===== config.mk =====
export PLATFORM = sky130hd
export DESIGN_NAME = bba_node_unit
export DESIGN_NICKNAME = d
export VERILOG_FILES = /design/src/hw/rtl/bba_pkg.sv /design/src/hw/rtl/bba_node_unit.sv
export SDC_FILE = /design/constraint.sdc
export NUM_CORES = 1
export LEC_CHECK = 0
export ABC_AREA = 1
export BUFFER_PORTS_ARGS = -buffer_cell sky130_fd_sc_hd__buf_2
export CORE_ASPECT_RATIO = 1.5
export CORE_MARGIN = 4
export CORE_UTILIZATION = 35
export DETAILED_ROUTE_END_ITERATION = 8
export PLACE_DENSITY_LB_ADDON = 0.15
export RECOVER_POWER = 25
export SLEW_MARGIN = 20
export SYNTH_ARGS = -nofsm -noshare
export SYNTH_HDL_FRONTEND = slang
export SYNTH_SLANG_ARGS = --single-unit

===== constraint.sdc =====
create_clock -name vclk -period 4
set_input_delay 0.6 -clock vclk [all_inputs]
set_output_delay 0.6 -clock vclk [all_outputs]
set_load 0.01 [all_outputs]

===== src/hw/rtl/bba_pkg.sv =====
`default_nettype none

package bba_pkg;

  // Pool size used when the top level is not overridden.
  localparam int unsigned LEAVES_DEFAULT = 1024;

  // Fixed field widths of the transaction payloads.
  localparam int unsigned SIZE_W = 11;
  localparam int unsigned OFF_W  = 10;

  typedef enum logic [0:0] {
    CMD_ALLOC = 1'b0,
    CMD_FREE  = 1'b1
  } bba_cmd_e;

  typedef enum logic [1:0] {
    STAT_DONE     = 2'd0,
    STAT_NO_SPACE = 2'd1,
    STAT_BAD_FREE = 2'd2
  } bba_status_e;

  typedef struct packed {
    bba_cmd_e          command;
    logic [SIZE_W-1:0] size_blocks;
    logic [OFF_W-1:0]  offset;
  } bba_in_t;

  typedef struct packed {
    logic [OFF_W-1:0] block_offset;
    bba_status_e      status;
  } bba_out_t;

  // Decision flags from the shared node unit.
  typedef struct packed {
    logic take_left;
    logic buddies_free;
  } bba_cmp_t;

endpackage

`default_nettype wire


===== src/hw/rtl/bba_node_unit.sv =====
`default_nettype none

module bba_node_unit #(
  parameter int unsigned LEAVES = bba_pkg::LEAVES_DEFAULT
) (
  input  wire logic [$clog2(LEAVES):0] left_i,
  input  wire logic [$clog2(LEAVES):0] right_i,
  input  wire logic [$clog2(LEAVES):0] want_i,
  input  wire logic [$clog2(LEAVES):0] node_size_i,
  input  wire logic                    merge_en_i,
  output bba_pkg::bba_cmp_t            flags_o,
  output logic      [$clog2(LEAVES):0] value_o
);

  localparam int unsigned VW = $clog2(LEAVES) + 1;

  logic [VW:0]   pair_sum;
  logic [VW-1:0] larger;

  // Descent choice: left unless the right child fits and the left one does not fit or is larger.
  assign flags_o.take_left = (right_i < want_i) || ((want_i <= left_i) && (left_i <= right_i));

  // Two entirely free buddies merge into one run of the parent's size.
  assign pair_sum             = {1'b0, left_i} + {1'b0, right_i};
  assign flags_o.buddies_free = merge_en_i && (pair_sum == {1'b0, node_size_i});

  assign larger  = (left_i > right_i) ? left_i : right_i;
  assign value_o = flags_o.buddies_free ? node_size_i : larger;

endmodule

`default_nettype wire


==> impl_metrics.py, run 1 <==
metrics = {
    "drt": {
        "firstDrtPassIters": 4,
        "viasPerCell": 4.72,
        "antenna_left": 0,
        "finalWirelength_um": 5430,
        "detail_route.wl_per_cell_um": 11.6,
        "drc": 0,
        "drtIter0Drc": 42,
        "vias": 2210,
    },
    "pwr": {
        "p_clk_share_pct": 0,
        "switching_share_pct": 61.1,
        "p_total_uw": 328,
        "p_leak_uw": 0.00143,
        "p_per_area_nw_per_um2": 140,
        "comb_power_share_pct": 100.0,
        "p_switching_uw": 201,
        "vdd_drop_max_v": 0.0000408,
        "internal_power_uw": 128,
        "pwr-share-seq_pct": 0,
    },
    "yosys": {
        "yosysUniqueCellTypes": 34,
        "post_synth_instance_area_um2": 2010,
        "synth.net_count": 434,
        "syn_area_per_cell_um2": 5.82,
        "ys_top_cells_by_count": "nand2_1 (87), inv_1 (59), ha_1 (43)",
        "yosysWarnings": 0,
        "seq_area_frac_synth_pct": 0,
        "synth.most_common_cell": "nand2_1",
        "synthTopCellsByArea": "ha_1 (27%), nand2_1 (16%), inv_1 (11%)",
        "synth.top_cell.area_share_pct": 26.8,
        "synth_top_cell_by_area": "ha_1",
        "syn_inst": 345,
    },
    "layout": {
        "final_cells": 468,
        "drive_above_1_share_pct": 23.9,
        "design.seq.count": 0,
        "nets": 489,
        "regArea_um2": 0,
        "area_growth_pct": 17.1,
        "antennaDiodeCount": 0,
        "clock_buffers": 0,
    },
    "critical_path": {
        "worstPathRequired_ns": 3.40,
        "crit_fanout": 12,
        "endpoint_kind": "output port",
        "cpMaxStageDelayCell": "fa_1",
        "path_cells": "buf_2 -> ha_1 -> fa_1 -> inv_1 -> a21boi_0 -> nand3_1 -> nor2_1 -> nand2_1 -> nor2_1 -> nand3_2 -> nor2_4 -> nand2_2 -> nand2_1 -> nand2_1 -> buf_2",
        "crit_path_max_incr_delay_ns": 0.48,
        "cp-start-kind": "input pin",
        "cp_common_cell": "nand2_1",
        "crit_type": "input pin to output port",
        "worstPathArrival_ns": 2.94,
    },
    "flow_run": {
        "max_cap_viol_count": 0,
    },
    "timing": {
        "period_needed_ns": 3.54,
        "timing.hold.ws_ns": 1.54,
        "worst_slew_pin_slew_ns": 0.303,
        "report.final.hold_viol_count": 0,
        "finalCritPeriodShare_pct": 88.5,
        "setup_violations": 0,
        "relSlewSlack_pct": 79.6,
        "fmax_mhz": 283,
        "setup-tns-final_ns": 0,
        "rsz0062_at_grt": "false",
        "slew_violations": 0,
    },
    "placement": {
        "place_inst": 468,
        "hpwl_um": 4990,
        "port_buffers": 58,
        "gp_congestion": 0.847,
    },
    "cts": {
        "cts_resized": 0,
        "cts_hold_buffers": 0,
        "post_cts_buffers": 0,
    },
    "min_path": {
        "holdCritPathClass": "input pin to output port",
        "worstHoldPathCells": 4,
    },
    "grt": {
        "antenna_found_initial": 0,
        "grt_pass1_vias": 2195,
        "groute.usage.overall_pct": 15.9,
        "grt_pass1_wl_um": 9510,
        "grt_max_degree": 18,
        "overflow": 0,
    },
    "status": {
        "status": "complete, no violations",
    },
    "floorplanning": {
        "rows": 33,
        "core_area_um2": 5530,
        "die_y_um": 101,
        "initial_core_util_pct": 36.3,
        "ios": 58,
        "die_area_um2": 7030,
        "die_x_um": 69.8,
    },
}
[critical path: cells and delay by family]
| kind | cells | cell delay [ns] |
|---|---|---|
| and+or+nand+nor | 9 | 1.16 |
| adders and majority gates | 2 | 0.70 |
| buffers and inverters | 3 | 0.31 |
| AOI/OAI and AO/OA | 1 | 0.17 |
[per-stage QoR]
step	util (%)	setup WS (ns)	area [µm²]
5_1_grt	42.5	0.209	2350
4_1_cts	42.5	0.453	2350
3_5_place_dp	42.5	0.455	2350
2_1_floorplan	-	1.08	2010
3_3_place_gp	42.5	0.521	2350
6_report	42.5	0.461	2350
[layout make-up]
type               count  area [µm²]
fillers              676        3180
repair buffers        60         304
multi-input cells    270        1700
well taps             70        87.6
inverters             68         255
[per-layer routing]
metal / vias up / GRT usage, % / wire, µm / part of all wire [%]
met5: - / 0 / 0 / 0
met4: 0 / 2.06 / 83 / 1.5
met3: 6 / 0.699 / 151 / 2.8
met2: 38 / 31.7 / 2850 / 53
met1: 956 / 18.9 / 2340 / 43
li1: 1210 / - / - / -
[cell families (layout without fill, tap and decap cells)]
group                    after synthesis  after routing  synth area share (%)
AND/OR/NAND/NOR                      168            168                  38.5
buffers and inverters                 75            128                  15.1
AO/OA/AOI/OAI                         49             49                  14.6
adder cells (fa/ha/maj)               44             44                  27.8
XOR/XNOR                               9              9                  3.93
[worst paths after layout]
path                  startpoint    endpoint  slack, ns
setup / recovery       left_i[0]  value_o[1]       0.46
hold / removal    node_size_i[4]  value_o[4]       1.54
[cells in the final DEF (no fill, tap or decap), types with 9 or more instances in the layout]
| cell type | synthesis | layout |
|---|---|---|
| a21oi_1 | 18 | 18 |
| buf_2 | 3 | 57 |
| ha_1 | 43 | 43 |
| inv_1 | 59 | 59 |
| inv_2 | 9 | 9 |
| nand2_1 | 87 | 87 |
| nand2_2 | 15 | 15 |
| nand3_1 | 26 | 26 |
| nor2_1 | 20 | 20 |
| o21ai_0 | 14 | 14 |
[power groups by stage]
stage | Combinational, µW | Sequential, µW | Clock [µW]
floorplan | 231 | 0 | 0
global placement | 331 | 0 | 0
detailed placement | 333 | 0 | 0
CTS | 334 | 0 | 0
global route | 381 | 0 | 0
finish | 328 | 0 | 0
No activity file was read; power rests on OpenSTA's default activity.
==> inputs of run 2 (changes only) <==
--- a/config.mk
+++ b/config.mk
@@ -6,12 +6,11 @@
 export NUM_CORES = 1
 export LEC_CHECK = 0
 export ABC_AREA = 1
-export BUFFER_PORTS_ARGS = -buffer_cell sky130_fd_sc_hd__buf_2
 export CORE_ASPECT_RATIO = 1.5
 export CORE_MARGIN = 4
 export CORE_UTILIZATION = 35
 export DETAILED_ROUTE_END_ITERATION = 8
-export PLACE_DENSITY_LB_ADDON = 0.15
+export DONT_BUFFER_PORTS = 1
 export RECOVER_POWER = 25
 export SLEW_MARGIN = 20
 export SYNTH_ARGS = -nofsm -noshare
==> impl_metrics.py, run 2 (synthesis gave the netlist of run 1 again) <==
metrics = {
    "status": {
        "status": "complete, no violations",
    },
    "critical_path": {
        "cp_common_cell": "nand2_1",
        "cpMaxStageDelayCell": "clkbuf_1",
        "cp-start-kind": "input pin",
        "path_cells": "inv_1 -> ha_1 -> nand2_1 -> nor3_1 -> nand4_1 -> o21ai_0 -> clkbuf_1 -> o21ai_0 -> nand2_1 -> nand2_1",
        "worstPathArrival_ns": 2.87,
        "crit_path_max_incr_delay_ns": 0.66,
        "crit_fanout": 23,
        "endpoint_kind": "output port",
        "crit_type": "input pin to output port",
        "worstPathRequired_ns": 3.40,
    },
    "layout": {
        "design.seq.count": 0,
        "drive_above_1_share_pct": 10.3,
        "clock_buffers": 0,
        "final_common_cell": "nand2_1",
        "regArea_um2": 0,
        "mostFrequentLayoutCells": "nand2_1 (87), inv_1 (59), ha_1 (43), nand3_1 (26), nor2_1 (20)",
        "antennaDiodeCount": 0,
        "nets": 430,
        "area_growth_pct": 1.93,
        "final_cells": 409,
        "fillCellCount": 632,
    },
    "pwr": {
        "p_leak_uw": 0.00120,
        "p_clk_share_pct": 0,
        "p_per_area_nw_per_um2": 134,
        "comb_power_share_pct": 100.0,
        "vdd_drop_max_v": 0.0000414,
        "internal_power_uw": 98.7,
        "switching_share_pct": 64.0,
        "p_switching_uw": 175,
        "pwr-share-seq_pct": 0,
    },
    "timing": {
        "slew_violations": 0,
        "report.final.hold_viol_count": 0,
        "finalCritPeriodShare_pct": 86.6,
        "worst_slew_pin_slew_ns": 0.847,
        "timing.hold.ws_ns": 1.35,
        "rsz0062_at_grt": "false",
        "setup_violations": 0,
        "period_needed_ns": 3.47,
        "fmax_mhz": 289,
        "relSlewSlack_pct": 43.5,
        "setup-tns-final_ns": 0,
    },
    "floorplanning": {
        "die_y_um": 101,
        "ios": 58,
        "rows": 33,
        "die_area_um2": 7030,
        "core_area_um2": 5530,
        "initial_core_util_pct": 36.3,
        "die_x_um": 69.8,
    },
    "grt": {
        "groute.usage.overall_pct": 15.0,
        "grt_pass1_vias": 1959,
        "grt_pass1_wl_um": 8840,
        "grt_max_degree": 24,
        "antenna_found_initial": 0,
        "overflow": 0,
    },
    "cts": {
        "cts_resized": 0,
        "cts_hold_buffers": 0,
        "post_cts_buffers": 0,
    },
    "drt": {
        "detail_route.wl_per_cell_um": 13.0,
        "drtIter0Drc": 76,
        "drc": 0,
        "firstDrtPassIters": 4,
        "viasPerCell": 4.95,
        "antenna_left": 0,
        "finalWirelength_um": 5330,
        "vias": 2024,
    },
    "placement": {
        "gp_congestion": 0.877,
        "port_buffers": 0,
        "hpwl_um": 4890,
        "place_inst": 409,
    },
    "min_path": {
        "holdCritPathClass": "input pin to output port",
    },
    "flow_run": {
        "max_cap_viol_count": 0,
    },
}
run 2: cell count changes in the layout (fill, tap and decap cells not counted):
cell,delta
o21ai_2,-1
buf_4,-2
a21boi_1,+1
buf_2,-57
a21boi_0,-1
o21ai_0,+1
run 2: power by group through the flow:
stage / Clock [µW] / Sequential [µW] / Combinational [µW]
after global routing: 0 / 0 / 317
after floorplan: 0 / 0 / 231
after global placement: 0 / 0 / 275
after CTS: 0 / 0 / 280
final: 0 / 0 / 274
after detailed placement: 0 / 0 / 279
run 2: metal layers:
layer  vias to the layer above  wire, µm  GRT usage, %
li1                       1091         -             -
met1                       887      2040          15.8
met2                        46      2920          31.3
met3                         0       372          3.29
met4                         0         0             0
met5                         -         0             0
run 2: stage by stage:
step | power [µW] | instance area (µm²) | setup WS, ns | util, %
final | 274 | 2050 | 0.535 | 37.0
after global routing | 317 | 2050 | 0.259 | 37.0
after CTS | 280 | 2050 | 0.633 | 37.1
after detailed placement | 279 | 2050 | 0.634 | 37.1
after floorplan | 231 | 2010 | 1.08 | -
after global placement | 275 | 2050 | 0.718 | 37.1
run 2: final cells by class:
cell class | instances | area [µm²] | area share [%]
inverters | 68 | 255 | 12.5
multi-input cells | 270 | 1700 | 83.1
well taps | 70 | 87.6 | 4.28
repair buffers | 1 | 3.75 | 0.183
run 2: final timing paths:
check	depth (start not counted)	slack, ns	endpoint	start
setup / recovery	10	0.53	value_o[6]	right_i[9]
hold / removal	2	1.35	value_o[8]	node_size_i[8]
run 2: critical path, delay by kind of cell:
kind | cells | cell delay [ns]
compound gates | 2 | 0.38
fa+ha+maj | 1 | 0.43
buf+inv | 2 | 0.68
simple gates | 5 | 0.77
